[src/rtl/rv32im_instruction_decoder_top_assert.svh]
// ============================================================================
// RV32IM instruction decoder assertion macros
// Shared concurrent assertion forms, clocked on clk and disabled in reset.
// ============================================================================
`ifndef RV32IM_INSTRUCTION_DECODER_TOP_ASSERT_SVH
`define RV32IM_INSTRUCTION_DECODER_TOP_ASSERT_SVH

// Same-cycle implication.
`define RV32ID_ASSERT_IMPLIES(label, ante, cons, msg) \
	label: assert property (@(posedge clk) disable iff (!arst_n) (ante) |-> (cons)) \
		else $error(msg);

// Next-cycle implication.
`define RV32ID_ASSERT_NEXT(label, ante, cons, msg) \
	label: assert property (@(posedge clk) disable iff (!arst_n) (ante) |=> (cons)) \
		else $error(msg);

`endif

[src/rtl/rv32id_pkg.sv]
// ============================================================================
// RV32IM instruction decoder package
// Opcode, format and instruction number constants for the decoder.
// ============================================================================
package rv32id_pkg;

	// Major opcodes, bits 6:2 of the instruction word.
	typedef logic [4:0] opcode_t;
	localparam opcode_t OP_LOAD   = 5'h00;
	localparam opcode_t OP_FENCE  = 5'h03;
	localparam opcode_t OP_ALUI   = 5'h04;
	localparam opcode_t OP_AUIPC  = 5'h05;
	localparam opcode_t OP_STORE  = 5'h08;
	localparam opcode_t OP_ALU    = 5'h0C;
	localparam opcode_t OP_LUI    = 5'h0D;
	localparam opcode_t OP_BRANCH = 5'h18;
	localparam opcode_t OP_JALR   = 5'h19;
	localparam opcode_t OP_JAL    = 5'h1B;
	localparam opcode_t OP_SYSTEM = 5'h1C;

	// The two low bits of every 32-bit instruction.
	localparam logic [1:0] LOW_BITS_32 = 2'b11;

	// func7 codes.
	typedef logic [6:0] func7_t;
	localparam func7_t F7_ZERO = 7'h00;
	localparam func7_t F7_MULT = 7'h01;
	localparam func7_t F7_ALT  = 7'h20;

	// Exact bits 31:7 of the environment calls.
	localparam logic [24:0] ECALL_BITS  = 25'h0000000;
	localparam logic [24:0] EBREAK_BITS = 25'h0002000;

	// Instruction format.
	typedef enum logic [2:0] {
		FMT_NONE = 3'd0,
		FMT_R    = 3'd1,
		FMT_I    = 3'd2,
		FMT_S    = 3'd3,
		FMT_B    = 3'd4,
		FMT_U    = 3'd5,
		FMT_J    = 3'd6
	} fmt_t;

	// Instruction numbers.
	typedef logic [5:0] instr_id_t;
	localparam instr_id_t ID_NONE   = 6'd0;
	localparam instr_id_t ID_SLLI   = 6'd1;
	localparam instr_id_t ID_SRLI   = 6'd2;
	localparam instr_id_t ID_SRAI   = 6'd3;
	localparam instr_id_t ID_ADD    = 6'd4;
	localparam instr_id_t ID_SUB    = 6'd5;
	localparam instr_id_t ID_SLL    = 6'd6;
	localparam instr_id_t ID_SLT    = 6'd7;
	localparam instr_id_t ID_SLTU   = 6'd8;
	localparam instr_id_t ID_XOR    = 6'd9;
	localparam instr_id_t ID_SRL    = 6'd10;
	localparam instr_id_t ID_SRA    = 6'd11;
	localparam instr_id_t ID_OR     = 6'd12;
	localparam instr_id_t ID_AND    = 6'd13;
	localparam instr_id_t ID_MUL    = 6'd14;
	localparam instr_id_t ID_MULH   = 6'd15;
	localparam instr_id_t ID_MULHSU = 6'd16;
	localparam instr_id_t ID_MULHU  = 6'd17;
	localparam instr_id_t ID_DIV    = 6'd18;
	localparam instr_id_t ID_DIVU   = 6'd19;
	localparam instr_id_t ID_REM    = 6'd20;
	localparam instr_id_t ID_REMU   = 6'd21;
	localparam instr_id_t ID_FENCE  = 6'd22;
	localparam instr_id_t ID_ECALL  = 6'd23;
	localparam instr_id_t ID_EBREAK = 6'd24;
	localparam instr_id_t ID_JALR   = 6'd25;
	localparam instr_id_t ID_LB     = 6'd26;
	localparam instr_id_t ID_LH     = 6'd27;
	localparam instr_id_t ID_LW     = 6'd28;
	localparam instr_id_t ID_LBU    = 6'd29;
	localparam instr_id_t ID_LHU    = 6'd30;
	localparam instr_id_t ID_ADDI   = 6'd31;
	localparam instr_id_t ID_SLTI   = 6'd32;
	localparam instr_id_t ID_SLTIU  = 6'd33;
	localparam instr_id_t ID_XORI   = 6'd34;
	localparam instr_id_t ID_ORI    = 6'd35;
	localparam instr_id_t ID_ANDI   = 6'd36;
	localparam instr_id_t ID_SB     = 6'd37;
	localparam instr_id_t ID_SH     = 6'd38;
	localparam instr_id_t ID_SW     = 6'd39;
	localparam instr_id_t ID_BEQ    = 6'd40;
	localparam instr_id_t ID_BNE    = 6'd41;
	localparam instr_id_t ID_BLT    = 6'd42;
	localparam instr_id_t ID_BGE    = 6'd43;
	localparam instr_id_t ID_BLTU   = 6'd44;
	localparam instr_id_t ID_BGEU   = 6'd45;
	localparam instr_id_t ID_LUI    = 6'd46;
	localparam instr_id_t ID_AUIPC  = 6'd47;
	localparam instr_id_t ID_JAL    = 6'd48;

	// Decoded result of one instruction word.
	typedef struct packed {
		logic [31:0] imm_value;
		logic [4:0]  src2_reg;
		logic [4:0]  src1_reg;
		logic [4:0]  dest_reg;
		instr_id_t   instr_id;
		fmt_t        format_kind;
	} decode_t;

endpackage

[src/rtl/rv32im_instruction_decoder_top.sv]
// ============================================================================
// RV32IM instruction decoder
// Decodes one 32-bit RV32IM word per transaction into format, instruction
// number, register fields and sign-extended immediate.
// ============================================================================
// Usage:
// Instruction words enter on the s_axis channel, one word per transaction.
// Each word gives exactly one decoded transaction on the m_axis channel, in
// order. The word is captured in an input register, decoded by a single pass
// of combinational logic and held in an output register, which drives output
// tvalid once the word has moved on from the input register. A new word is
// taken every cycle while the output is drained, one transaction per cycle
// sustained; the figure is set by the two register stages, each able to
// advance every cycle. When the receiver holds m_axis_tready low, the output
// register keeps its transaction, the input register fills, and then
// s_axis_tready drops until the output is taken; nothing is lost or repeated.
// On reset both stages empty: m_axis_tvalid goes low and s_axis_tready high.
// Words with low bits other than 11 or an unused opcode decode as format 0,
// instruction 0 and immediate 0; register fields always carry their raw bits.
// ============================================================================
`include "rv32im_instruction_decoder_top_assert.svh"

module rv32im_instruction_decoder_top (
	input  logic        clk,
	input  logic        arst_n,
	input  logic        s_axis_tvalid,
	output logic        s_axis_tready,
	input  logic [31:0] s_axis_tdata,  // [31:0] instr_word
	output logic        m_axis_tvalid,
	input  logic        m_axis_tready,
	// [2:0] format_kind, [8:3] instr_id, [13:9] dest_reg, [18:14] src1_reg,
	// [23:19] src2_reg, [55:24] imm_value
	output logic [55:0] m_axis_tdata
);
	import rv32id_pkg::*;

	logic        valid_s1;
	logic [31:0] word_s1;
	logic        valid_s2;
	decode_t     result_s2;
	logic        load_s1;
	logic        load_s2;
	decode_t     dec;

	logic [4:0]  op;
	logic [2:0]  f3;
	logic [6:0]  f7;
	logic [31:0] imm_i;
	logic [31:0] imm_s;
	logic [31:0] imm_b;
	logic [31:0] imm_u;
	logic [31:0] imm_j;

	// Stage handshake: each stage advances when the one after it has room.
	assign load_s2       = valid_s1 && (!valid_s2 || m_axis_tready);
	assign s_axis_tready = !valid_s1 || load_s2;
	assign load_s1       = s_axis_tvalid && s_axis_tready;

	// Input register.
	always_ff @(posedge clk or negedge arst_n) begin
		if (!arst_n) begin
			valid_s1 <= 1'b0;
		end else if (s_axis_tready) begin
			valid_s1 <= s_axis_tvalid;
		end
	end

	always_ff @(posedge clk) begin
		if (load_s1) begin
			word_s1 <= s_axis_tdata;
		end
	end

	// Field extraction and immediates of every format.
	assign op    = word_s1[6:2];
	assign f3    = word_s1[14:12];
	assign f7    = word_s1[31:25];
	assign imm_i = {{20{word_s1[31]}}, word_s1[31:20]};
	assign imm_s = {{20{word_s1[31]}}, word_s1[31:25], word_s1[11:7]};
	assign imm_b = {{19{word_s1[31]}}, word_s1[31], word_s1[7], word_s1[30:25],
		word_s1[11:8], 1'b0};
	assign imm_u = {word_s1[31:12], 12'h000};
	assign imm_j = {{11{word_s1[31]}}, word_s1[31], word_s1[19:12], word_s1[20],
		word_s1[30:21], 1'b0};

	// Decode of format, instruction number and immediate.
	always_comb begin
		dec             = '0;
		dec.format_kind = FMT_NONE;
		dec.instr_id    = ID_NONE;
		dec.dest_reg    = word_s1[11:7];
		dec.src1_reg    = word_s1[19:15];
		dec.src2_reg    = word_s1[24:20];
		if (word_s1[1:0] == LOW_BITS_32) begin
			unique case (op)
				OP_ALUI: begin
					if (f3 == 3'd1 || f3 == 3'd5) begin
						// Immediate shifts count as R with the shift amount.
						dec.format_kind = FMT_R;
						if (f3 == 3'd1 && f7 == F7_ZERO) begin
							dec.instr_id = ID_SLLI;
						end else if (f3 == 3'd5 && f7 == F7_ZERO) begin
							dec.instr_id = ID_SRLI;
						end else if (f3 == 3'd5 && f7 == F7_ALT) begin
							dec.instr_id = ID_SRAI;
						end
						if (dec.instr_id != ID_NONE) begin
							dec.imm_value = {27'd0, word_s1[24:20]};
						end
					end else begin
						dec.format_kind = FMT_I;
						dec.imm_value   = imm_i;
						unique case (f3)
							3'd0:    dec.instr_id = ID_ADDI;
							3'd2:    dec.instr_id = ID_SLTI;
							3'd3:    dec.instr_id = ID_SLTIU;
							3'd4:    dec.instr_id = ID_XORI;
							3'd6:    dec.instr_id = ID_ORI;
							3'd7:    dec.instr_id = ID_ANDI;
							default: dec.instr_id = ID_NONE;
						endcase
					end
				end
				OP_ALU: begin
					dec.format_kind = FMT_R;
					if (f7 == F7_ZERO) begin
						unique case (f3)
							3'd0:    dec.instr_id = ID_ADD;
							3'd1:    dec.instr_id = ID_SLL;
							3'd2:    dec.instr_id = ID_SLT;
							3'd3:    dec.instr_id = ID_SLTU;
							3'd4:    dec.instr_id = ID_XOR;
							3'd5:    dec.instr_id = ID_SRL;
							3'd6:    dec.instr_id = ID_OR;
							default: dec.instr_id = ID_AND;
						endcase
					end else if (f7 == F7_MULT) begin
						unique case (f3)
							3'd0:    dec.instr_id = ID_MUL;
							3'd1:    dec.instr_id = ID_MULH;
							3'd2:    dec.instr_id = ID_MULHSU;
							3'd3:    dec.instr_id = ID_MULHU;
							3'd4:    dec.instr_id = ID_DIV;
							3'd5:    dec.instr_id = ID_DIVU;
							3'd6:    dec.instr_id = ID_REM;
							default: dec.instr_id = ID_REMU;
						endcase
					end else if (f7 == F7_ALT && f3 == 3'd0) begin
						dec.instr_id = ID_SUB;
					end else if (f7 == F7_ALT && f3 == 3'd5) begin
						dec.instr_id = ID_SRA;
					end
				end
				OP_FENCE: begin
					dec.format_kind = FMT_I;
					dec.imm_value   = imm_i;
					if (f3 == 3'd0) begin
						dec.instr_id = ID_FENCE;
					end
				end
				OP_SYSTEM: begin
					// Environment calls need all of bits 31:7 to match.
					dec.format_kind = FMT_I;
					dec.imm_value   = imm_i;
					if (word_s1[31:7] == ECALL_BITS) begin
						dec.instr_id = ID_ECALL;
					end else if (word_s1[31:7] == EBREAK_BITS) begin
						dec.instr_id = ID_EBREAK;
					end
				end
				OP_JALR: begin
					dec.format_kind = FMT_I;
					dec.imm_value   = imm_i;
					if (f3 == 3'd0) begin
						dec.instr_id = ID_JALR;
					end
				end
				OP_LOAD: begin
					dec.format_kind = FMT_I;
					dec.imm_value   = imm_i;
					unique case (f3)
						3'd0:    dec.instr_id = ID_LB;
						3'd1:    dec.instr_id = ID_LH;
						3'd2:    dec.instr_id = ID_LW;
						3'd4:    dec.instr_id = ID_LBU;
						3'd5:    dec.instr_id = ID_LHU;
						default: dec.instr_id = ID_NONE;
					endcase
				end
				OP_STORE: begin
					dec.format_kind = FMT_S;
					dec.imm_value   = imm_s;
					unique case (f3)
						3'd0:    dec.instr_id = ID_SB;
						3'd1:    dec.instr_id = ID_SH;
						3'd2:    dec.instr_id = ID_SW;
						default: dec.instr_id = ID_NONE;
					endcase
				end
				OP_BRANCH: begin
					dec.format_kind = FMT_B;
					dec.imm_value   = imm_b;
					unique case (f3)
						3'd0:    dec.instr_id = ID_BEQ;
						3'd1:    dec.instr_id = ID_BNE;
						3'd4:    dec.instr_id = ID_BLT;
						3'd5:    dec.instr_id = ID_BGE;
						3'd6:    dec.instr_id = ID_BLTU;
						3'd7:    dec.instr_id = ID_BGEU;
						default: dec.instr_id = ID_NONE;
					endcase
				end
				OP_LUI: begin
					dec.format_kind = FMT_U;
					dec.imm_value   = imm_u;
					dec.instr_id    = ID_LUI;
				end
				OP_AUIPC: begin
					dec.format_kind = FMT_U;
					dec.imm_value   = imm_u;
					dec.instr_id    = ID_AUIPC;
				end
				OP_JAL: begin
					dec.format_kind = FMT_J;
					dec.imm_value   = imm_j;
					dec.instr_id    = ID_JAL;
				end
				default: begin
					dec.format_kind = FMT_NONE;
				end
			endcase
		end
	end

	// Output register.
	always_ff @(posedge clk or negedge arst_n) begin
		if (!arst_n) begin
			valid_s2 <= 1'b0;
		end else if (!valid_s2 || m_axis_tready) begin
			valid_s2 <= valid_s1;
		end
	end

	always_ff @(posedge clk) begin
		if (load_s2) begin
			result_s2 <= dec;
		end
	end

	assign m_axis_tvalid = valid_s2;
	assign m_axis_tdata  = result_s2;

	// An unknown format carries neither an instruction number nor an immediate.
	`RV32ID_ASSERT_IMPLIES(a_unknown_empty,
		m_axis_tvalid && result_s2.format_kind == FMT_NONE,
		result_s2.instr_id == ID_NONE && result_s2.imm_value == 32'd0,
		"unknown format with nonzero id or immediate")

	// Immediate shifts are R format with a five-bit shift amount.
	`RV32ID_ASSERT_IMPLIES(a_shift_imm,
		m_axis_tvalid && (result_s2.instr_id == ID_SLLI || result_s2.instr_id == ID_SRLI
		|| result_s2.instr_id == ID_SRAI),
		result_s2.format_kind == FMT_R && result_s2.imm_value[31:5] == 27'd0,
		"immediate shift with bad format or shift amount")

	// Upper-immediate instructions have clear low immediate bits.
	`RV32ID_ASSERT_IMPLIES(a_upper_imm,
		m_axis_tvalid && (result_s2.instr_id == ID_LUI || result_s2.instr_id == ID_AUIPC),
		result_s2.format_kind == FMT_U && result_s2.imm_value[11:0] == 12'h000,
		"upper immediate with bad format or low bits")

	// A word held in the input register stays there until the output takes it.
	`RV32ID_ASSERT_NEXT(a_s1_hold,
		valid_s1 && !load_s2,
		valid_s1 && $stable(word_s1),
		"input stage lost its word while stalled")

endmodule

[config.mk]
export PLATFORM = sky130hd
export DESIGN_NAME = rv32im_instruction_decoder_top
export DESIGN_NICKNAME = d
export VERILOG_FILES = /design/src/rtl/rv32id_pkg.sv /design/src/rtl/rv32im_instruction_decoder_top.sv
export VERILOG_INCLUDE_DIRS = /design/src /design/src/rtl
export SDC_FILE = /design/constraint.sdc
export NUM_CORES = 1
export LEC_CHECK = 0
export BUFFER_PORTS_ARGS = -buffer_cell sky130_fd_sc_hd__buf_4
export CORE_ASPECT_RATIO = 0.7
export CORE_MARGIN = 2
export CORE_UTILIZATION = 39
export DETAILED_ROUTE_END_ITERATION = 6
export HOLD_SLACK_MARGIN = 0.06
export PLACE_DENSITY = 0.63
export SYNTH_ARGS = -nofsm -noshare
export SYNTH_HDL_FRONTEND = slang
export SYNTH_SLANG_ARGS = --single-unit
[constraint.sdc]
create_clock -name clk -period 4.85 [get_ports clk]
set_input_delay 0.2425 -clock clk [delete_from_list [all_inputs] [get_ports clk]]
set_output_delay 0.2425 -clock clk [all_outputs]
set_load 0.02 [all_outputs]
# Word level (Yosys, flattened, before mapping)
# Index checks and enable logic that the tools add are counted.
# totals
output_inout_bits	58
in_bits	36
regBits	90
wordCells	74
# op_classes
n_eq_ne	21
mux	26
n_reduce_logical	18
# ops
op	count
$pmux 32 s6	1
$pmux 6 s6	2
$pmux 6 s11	1
$mux 6	7
$pmux 5 s7	1
$mux 32	1
$pmux 4 s7	1
$eq 25x14->1 const B	1
$logic_not 25->1	1
$pmux 5 s5	1
$pmux 3 s7	1
$eq 5x5->1 const B	4
$mux 5	4
$pmux 6 s3	1
$eq 5x4->1 const B	3
$eq 3x3->1 const B	4
$eq 5x3->1 const B	2
$mux 9	1
$eq 7x1->1 const B	1
$eq 7x6->1 const B	1
$logic_not 7->1	1
$eq 3x2->1 const B	2
$logic_and 1x1->1	6
$mux 2	3
11 further kinds	14

# Logic depth before layout (Yosys ltp)
# Gate-level depths: netlist (run 1).
# depth
depth_word	12
depth_mapped	9
ltp_nobuf	6

# Worst setup path before layout (run 1)
# No wires, ideal clock.
# synth_timing
path_kind	register to register
start	reg valid_s2, in the netlist m_axis_tvalid
end	reg result_s2, in the netlist m_axis_tdata[0], enable pin
setup_slack_ns	2.526
path_stages_with_launch	3
period_less_slack_ns	2.324
arrival_ns	1.905
setup_ns	0.420
path_buffers	0
required_ns	4.430
path_cell_list	dfrtp_1 > nand2b_1 > and2_1
# synth_between
elab_chain_cells	3
# synth_lines
item	line	source
start: declaration	rv32im_instruction_decoder_top.sv:39	logic valid_s2;
start signal: assignment	rv32im_instruction_decoder_top.sv:240	valid_s2 <= valid_s1;
$logic_not 1->1	rv32im_instruction_decoder_top.sv:55	assign load_s2 = valid_s1 && (!valid_s2 || m_axis_tready);
$logic_or 1x1->1	rv32im_instruction_decoder_top.sv:55	
$logic_and 1x1->1	rv32im_instruction_decoder_top.sv:55	
via load_s2	rv32im_instruction_decoder_top.sv:42	logic load_s2;
end signal: assignment	rv32im_instruction_decoder_top.sv:246	result_s2 <= dec;
end: declaration	rv32im_instruction_decoder_top.sv:40	decode_t result_s2;
# The timed path passes the listed nets, and every way through them passes these cells.
# A chain may end at the register's enable or synchronous reset.

# Worst setup path in the final report (run 1)
# layout_timing
start	reg word_s1[2]
end	reg result_s2, in the netlist m_axis_tdata[44], data pin
# layout_between
elab_chain_cells	3
word_cells_on_any_way	13
classes_between	9 x eq/ne; 1 x mux; 3 x reduce/logical
# layout_lines
item	line	source
start: declaration	rv32im_instruction_decoder_top.sv:38	logic [31:0] word_s1;
start signal: assignment	rv32im_instruction_decoder_top.sv:70	word_s1 <= s_axis_tdata;
$eq 5x5->1 (tied with other cells)	rv32im_instruction_decoder_top.sv:95	unique case (op)
$reduce_or 4->1 (no source line) / $reduce_or 2->1 (equally long branches)	n/a	
$pmux 32 s6 *	rv32im_instruction_decoder_top.sv:95	
# Mark *: on every way between the ends. The rest lies on a longest branch, timed or not.

==> results of run 1 <==
## synthesized netlist by cell type (all sizes together) (2+ instances only)
| cell type | n |
|---|---|
| o21ai | 18 |
| a31oi | 6 |
| nor3b | 4 |
| or4 | 3 |
| a21o | 12 |
| o32ai | 4 |
| nor2b | 4 |
| or2 | 2 |
| a2bb2oi | 2 |
| nand2 | 32 |
| a211oi | 5 |
| inv | 6 |
| nor4 | 4 |
| nand3 | 9 |
| dfrtp | 2 |
| nand3b | 3 |
| o21a | 2 |
| nand2b | 6 |
| or3 | 2 |
| buf | 17 |
| a22oi | 6 |
| and2 | 11 |
| clkbuf | 8 |
| and3b | 2 |
| nor3 | 9 |
| and3 | 4 |
| o22ai | 2 |
| nor2 | 25 |
| a21oi | 33 |
| edfxtp | 88 |
## final cells by class
| cell class | instances | area [um2] | share of cell area (%) |
|---|---|---|---|
| flip-flops and latches | 90 | 2693 | 51.58 |
| multi-input cells | 225 | 1321 | 25.31 |
| repair buffers | 98 | 738.2 | 14.14 |
| clock buffers | 11 | 242.7 | 4.650 |
| well taps | 132 | 165.2 | 3.164 |
| clock inverters | 5 | 37.54 | 0.7191 |
| inverters | 6 | 22.52 | 0.4314 |
## how the worst min path moves through the flow
| stage | depth (start not counted) | to | slack, ns | from |
|---|---|---|---|---|
| after floorplan | 0 | m_axis_tvalid$_DFFE_PN0P_ | -0.05 | arst_n |
| after global placement | 1 | valid_s1$_DFFE_PN0N_ | 0.03 | arst_n |
| after detailed placement | 1 | m_axis_tvalid$_DFFE_PN0P_ | 0.03 | arst_n |
| after CTS | 1 | word_s1[3]$_DFFE_PP_ | 0.07 | s_axis_tdata[3] |
| after global routing | 1 | word_s1[8]$_DFFE_PP_ | 0.06 | s_axis_tdata[8] |
| final | 1 | word_s1[16]$_DFFE_PP_ | 0.08 | s_axis_tdata[16] |
## power by group through the flow
stage	Sequential (mW)	Clock, mW	Combinational (mW)
after global routing	0.967	0.694	0.247
after detailed placement	0.976	0	0.228
after CTS	0.960	0.667	0.230
after global placement	0.975	0	0.228
final	0.960	0.653	0.229
after floorplan	0.994	0	0.103
## cells by family (layout without fill, tap and decap cells)
family / after synthesis / count (layout) / share of synthesized area (%)
buf+inv: 31 / 120 / 3.636
mux: 1 / 1 / 0.2404
simple gates: 123 / 123 / 15.54
flops: 90 / 90 / 64.66
compound gates: 98 / 98 / 15.26
fa+ha+maj: 1 / 1 / 0.2404
xor+xnor: 2 / 2 / 0.4207
## routing by layer
layer / track usage [%] / wire length [um] / share of wire (%) / up-vias
met2: 25.58 / 4430 / 41 / 151
met3: 7.227 / 938 / 8.7 / 12
li1: - / - / - / 1479
met1: 29.07 / 5303 / 49 / 1499
met5: 0 / 0 / 0 / -
met4: 4.487 / 106 / 0.98 / 0
## flip-flops by register name, summed over array words and instances, names as in the netlist
| name | cells |
|---|---|
| m_axis_tdata | 56 |
| word_s1 | 32 |
| m_axis_tvalid | 1 |
| valid_s1 | 1 |
## metrics by stage
stage / util [%] / std cells / setup WS [ns] / total power [mW] / instance area [um2]
floorplan: - / 346 / 2.526 / 1.097 / 4164
global placement: 47.60 / 550 / 1.880 / 1.204 / 4930
detailed placement: 47.60 / 550 / 1.669 / 1.204 / 4930
CTS: 50.40 / 567 / 1.641 / 1.857 / 5220
global route: 50.40 / 567 / 1.241 / 1.909 / 5220
finish: 50.40 / 567 / 1.614 / 1.842 / 5220
==> results.json, run 1 <==
{
  "grt_max_degree": 57,
  "grt_usage_pct": 19.11,
  "overflow": 0,
  "max-cap-violations": 0,
  "fp.dieH_um": 90.45,
  "grt_pass1_wl_um": 16840,
  "worstSetupStartpointType": "register",
  "pwr-share-comb_pct": 12.4,
  "clock_skew_ns": 0.01073,
  "hold_violations": 0,
  "tns_ns": 0,
  "final_antenna_net_count": 0,
  "worstPathArrival_ns": 3.43,
  "numCtsBuffers": 9,
  "drt_iter0_drc": 247,
  "hp-class": "in2reg",
  "worst_pin_slew_ns": 0.8397,
  "avgSynthCellArea_um2": 12.03,
  "async_reset_ff_share_pct": 2.222,
  "seqPwrFrac_pct": 52.1,
  "power_density_nw_per_um2": 352.9,
  "drv_slew": 0,
  "drt_wl_total_um": 10780,
  "crit_start": "word_s1[2]$_DFFE_PP_",
  "status": "completed",
  "die_area_um2": 11530,
  "power.net_switching_uw": 470.8,
  "clkPwrFrac_pct": 35.4,
  "fill_cells": 926,
  "crit_chain": "nor2_2 > a21oi_1 > o21ai_0 > nand4_1 > a211oi_2 > a21o_1",
  "dp_hpwl_um": 7566,
  "synth_area_leaders": "edfxtp_1 (63%), a21oi_1 (4.0%), nand2_1 (2.9%)",
  "rows": 31,
  "r2r-end": "m_axis_tdata[44]$_SDFFCE_PP0P_",
  "clkTransAtPathRegs_ns": 0.07,
  "intPower_mw": 1.372,
  "clkLatencyLatePin_ns": 0.34,
  "finalCritPeriodShare_pct": 66.72,
  "portBuffers": 93,
  "antenna_cells": 0,
  "final_common_cell": "buf_4",
  "critPathKind": "reg2reg",
  "hold_slack_ns": 0.07805,
  "postCtsHoldBufs": 1,
  "rsz0062_at_grt": "false",
  "synth_flop_cell": "edfxtp_1",
  "nets": 466,
  "syn_nets": 382,
  "cp_slowest_cell": "a211oi_2",
  "vdd_drop_max_mv": 0.2206,
  "p_sw_share_pct": 25.55,
  "post_route_cells_drive_above_1_share_pct": 28.05,
  "reg2reg_slack_ns": 1.61,
  "initial_core_util_pct": 40.21,
  "cellLeakagePower_nw": 1.983,
  "post-cts-setup-buffers": 0,
  "synth_edf_count": 88,
  "end_kind": "register",
  "synth_top_cell_by_area": "edfxtp_1",
  "antenna_found_initial": 0,
  "max_stage_delay_ns": 0.90,
  "period_needed_ns": 3.236,
  "grt_pass1_vias": 3022,
  "io_pins": 94,
  "endpoint": "m_axis_tdata[44]$_SDFFCE_PP0P_",
  "cts_resized": 0,
  "vias": 3141,
  "final_cell_mix": "buf_4 (97), edfxtp_1 (88), a21oi_1 (33)",
  "drc_errors": 0,
  "synth_area_um2": 4164,
  "syn_inst": 346,
  "die_x_um": 127.5,
  "fmax_mhz": 309.0,
  "crit_family": "compound AO/OA/AOI/OAI gates",
  "r2r_cells": 6,
  "wl_per_cell_um": 19.01,
  "yosysWarnings": 0,
  "avgViaCountPerCell": 5.540,
  "first_pass_iters": 5,
  "crit_fanout": 22,
  "cts_buffer_depth": 2,
  "synth_top_area_share_pct": 63.46,
  "slew-limit-headroom_pct": 43.82,
  "cts_tree": "done",
  "synth_cell_type_count": 55,
  "numClockSinks": 90,
  "required_ns": 5.05,
  "core_area_um2": 10360,
  "gp_congestion": 0.9432,
  "reg2reg_from": "word_s1[2]$_DFFE_PP_",
  "htree_num_levels": 3,
  "ys_ff_latch": 90,
  "crit_cells": 6,
  "area_growth_pct": 25.36,
  "cp_num_buf_inv": 0,
  "ys_seq_area_share_pct": 64.66,
  "finalSetupViolations": 0,
  "clockRootBuffer": "clkbuf_16"
}
(Power assumes the default switching activity.)
==> run 2: changes to the inputs <==
==> constraint.sdc (replaced) <==
create_clock -name clk -period 3.05 [get_ports clk]
set_input_delay 0.1525 -clock clk [delete_from_list [all_inputs] [get_ports clk]]
set_output_delay 0.1525 -clock clk [all_outputs]
set_load 0.02 [all_outputs]
==> run 2 against run 1 <==
  * Die area unchanged
  * Clock power increased by 88%
  * Final cell count increased by 7.8%
  * Maximum frequency increased by 34%
  * Power increased by 72%
  * Global-route usage increased by 0.40 points
  * Setup slack got worse by 0.99 ns
  * Highest routed layer unchanged
==> results.json, run 2 (synthesis gave the netlist of run 1 again) <==
{
  "clkLatencyLatePin_ns": 0.34,
  "tns_ns": 0,
  "grt_max_degree": 57,
  "avgViaCountPerCell": 5.390,
  "dp_hpwl_um": 7501,
  "worst_pin_slew_ns": 0.7725,
  "hp-class": "in2reg",
  "clkPwrFrac_pct": 38.9,
  "intPower_mw": 2.387,
  "period_needed_ns": 2.422,
  "min_from": "m_axis_tready",
  "finalSetupViolations": 0,
  "first_pass_iters": 6,
  "critPathKind": "reg2reg",
  "vias": 3293,
  "antenna_found_initial": 0,
  "post-cts-setup-buffers": 0,
  "drc_errors": 0,
  "worstHoldPathCells": 3,
  "placed_cells": 561,
  "area_growth_pct": 36.60,
  "instances_no_fill": 611,
  "drt_wl_total_um": 10930,
  "end_kind": "register",
  "numClockSinks": 90,
  "die_x_um": 127.5,
  "status": "completed",
  "worstSetupStartpointType": "register",
  "worstPathArrival_ns": 2.59,
  "htree_num_levels": 3,
  "hold_violations": 0,
  "drt_iter0_drc": 440,
  "rsz0062_at_grt": "false",
  "power.net_switching_uw": 775.2,
  "grt_pass1_wl_um": 17180,
  "antenna_cells": 0,
  "grt_pass1_vias": 3136,
  "initial_core_util_pct": 40.21,
  "gp_congestion": 0.9444,
  "cts_tree": "done",
  "fp.dieH_um": 90.45,
  "cts_buffer_depth": 2,
  "reg2reg_slack_ns": 0.63,
  "required_ns": 3.21,
  "r2r-end": "m_axis_tdata[6]$_SDFFCE_PP0P_",
  "whs_endpoint": "m_axis_tvalid$_DFFE_PN0P_",
  "post_route_cells_drive_above_1_share_pct": 27.97,
  "seqPwrFrac_pct": 47.9,
  "io_pins": 94,
  "power_mw": 3.162,
  "wl_per_cell_um": 17.88,
  "setup_ws_ns": 0.6285,
  "reg2reg_from": "word_s1[3]$_DFFE_PP_",
  "clockRootBuffer": "clkbuf_16",
  "r2r_cells": 5,
  "pre_cts_ws_ns": 0.7072,
  "pwr-share-comb_pct": 13.2,
  "placed_area_um2": 5012,
  "drv_slew": 0,
  "clkTransAtPathRegs_ns": 0.07,
  "power_density_nw_per_um2": 555.9,
  "final_antenna_net_count": 0,
  "vdd_drop_max_mv": 0.3128,
  "fmax_mhz": 413.0,
  "final_cell_mix": "buf_4 (108), edfxtp_1 (88), dlygate4sd3_1 (34)",
  "largest_reg_flops": 56,
  "numCtsBuffers": 9,
  "crit_start": "word_s1[3]$_DFFE_PP_",
  "die_area_um2": 11530,
  "cellLeakagePower_nw": 2.204,
  "finalCritPeriodShare_pct": 79.39,
  "crit_fanout": 15,
  "final_common_cell": "buf_4",
  "portBuffers": 93,
  "slew-limit-headroom_pct": 48.50,
  "fill_cells": 861,
  "p_sw_share_pct": 24.52,
  "post-route-util_pct": 54.92,
  "hold_slack_ns": 0.08325,
  "postLayoutCellArea_um2": 5688,
  "rows": 31,
  "overflow": 0,
  "max-cap-violations": 0,
  "nets": 510,
  "grt_usage_pct": 19.50,
  "clock_skew_ns": 0.008266,
  "core_area_um2": 10360
}
## run 2: cell count changes in the layout (fill, tap and decap cells not counted)
cell           delta
buf_4            +11
bufinv_16         +2
clkbuf_1          -1
clkinv_2          -1
clkinv_4          +1
clkinvlp_4        -1
dlygate4sd3_1    +33
inv_6             -1
inv_8             +1
## run 2: how the worst max path moves through the flow
| stage | slack [ns] | cells past startpoint | endpoint |
|---|---|---|---|
| global placement | 0.81 | 5 | m_axis_tdata[6]$_SDFFCE_PP0P_ |
| floorplan | 0.73 | 2 | m_axis_tdata[0]$_SDFFCE_PP0P_ |
| finish | 0.63 | 5 | m_axis_tdata[6]$_SDFFCE_PP0P_ |
| detailed placement | 0.71 | 5 | m_axis_tdata[6]$_SDFFCE_PP0P_ |
| global route | 0.42 | 5 | m_axis_tdata[6]$_SDFFCE_PP0P_ |
| CTS | 0.64 | 5 | m_axis_tdata[6]$_SDFFCE_PP0P_ |
## run 2: critical path, stage by stage, from the launching register on
cell	delay [ns]
edfxtp_1	0.61
nor2_2	0.47
nand3_2	0.15
or4_1	0.58
or2_0	0.22
a31oi_1	0.22
## run 2: layout make-up
class	count	area, um2	share of cell area, %
sequential	90	2693	47.34
multi-input combinational	225	1321	23.23
timing repair buffer	142	1151	20.24
clock buffer	10	239.0	4.201
tap	132	165.2	2.904
clock inverter	6	96.34	1.694
inverter	6	22.52	0.3960
## run 2: power groups by stage
| stage | Sequential, mW | Clock, mW | Combinational, mW |
|---|---|---|---|
| final | 1.51 | 1.23 | 0.417 |
| after global routing | 1.52 | 1.31 | 0.447 |
| after CTS | 1.51 | 1.26 | 0.415 |
| after detailed placement | 1.54 | 0 | 0.380 |
| after global placement | 1.54 | 0 | 0.382 |
| after floorplan | 1.58 | 0 | 0.164 |
## run 2: per-layer routing
| layer | up-vias | share of wire, % | track usage [%] |
|---|---|---|---|
| met3 | 11 | 8.6 | 5.687 |
| met1 | 1538 | 48 | 29.01 |
| met2 | 183 | 42 | 28.07 |
| li1 | 1561 | - | - |
| met4 | 0 | 0.71 | 4.670 |
| met5 | - | 0 | 0 |
## run 2: what timing repair did
item | 4_1_cts | 5_1_grt
resized for setup | 0 | 0
endpoints found under the hold margin | 35 | 0
hold buffers | 34 | 0
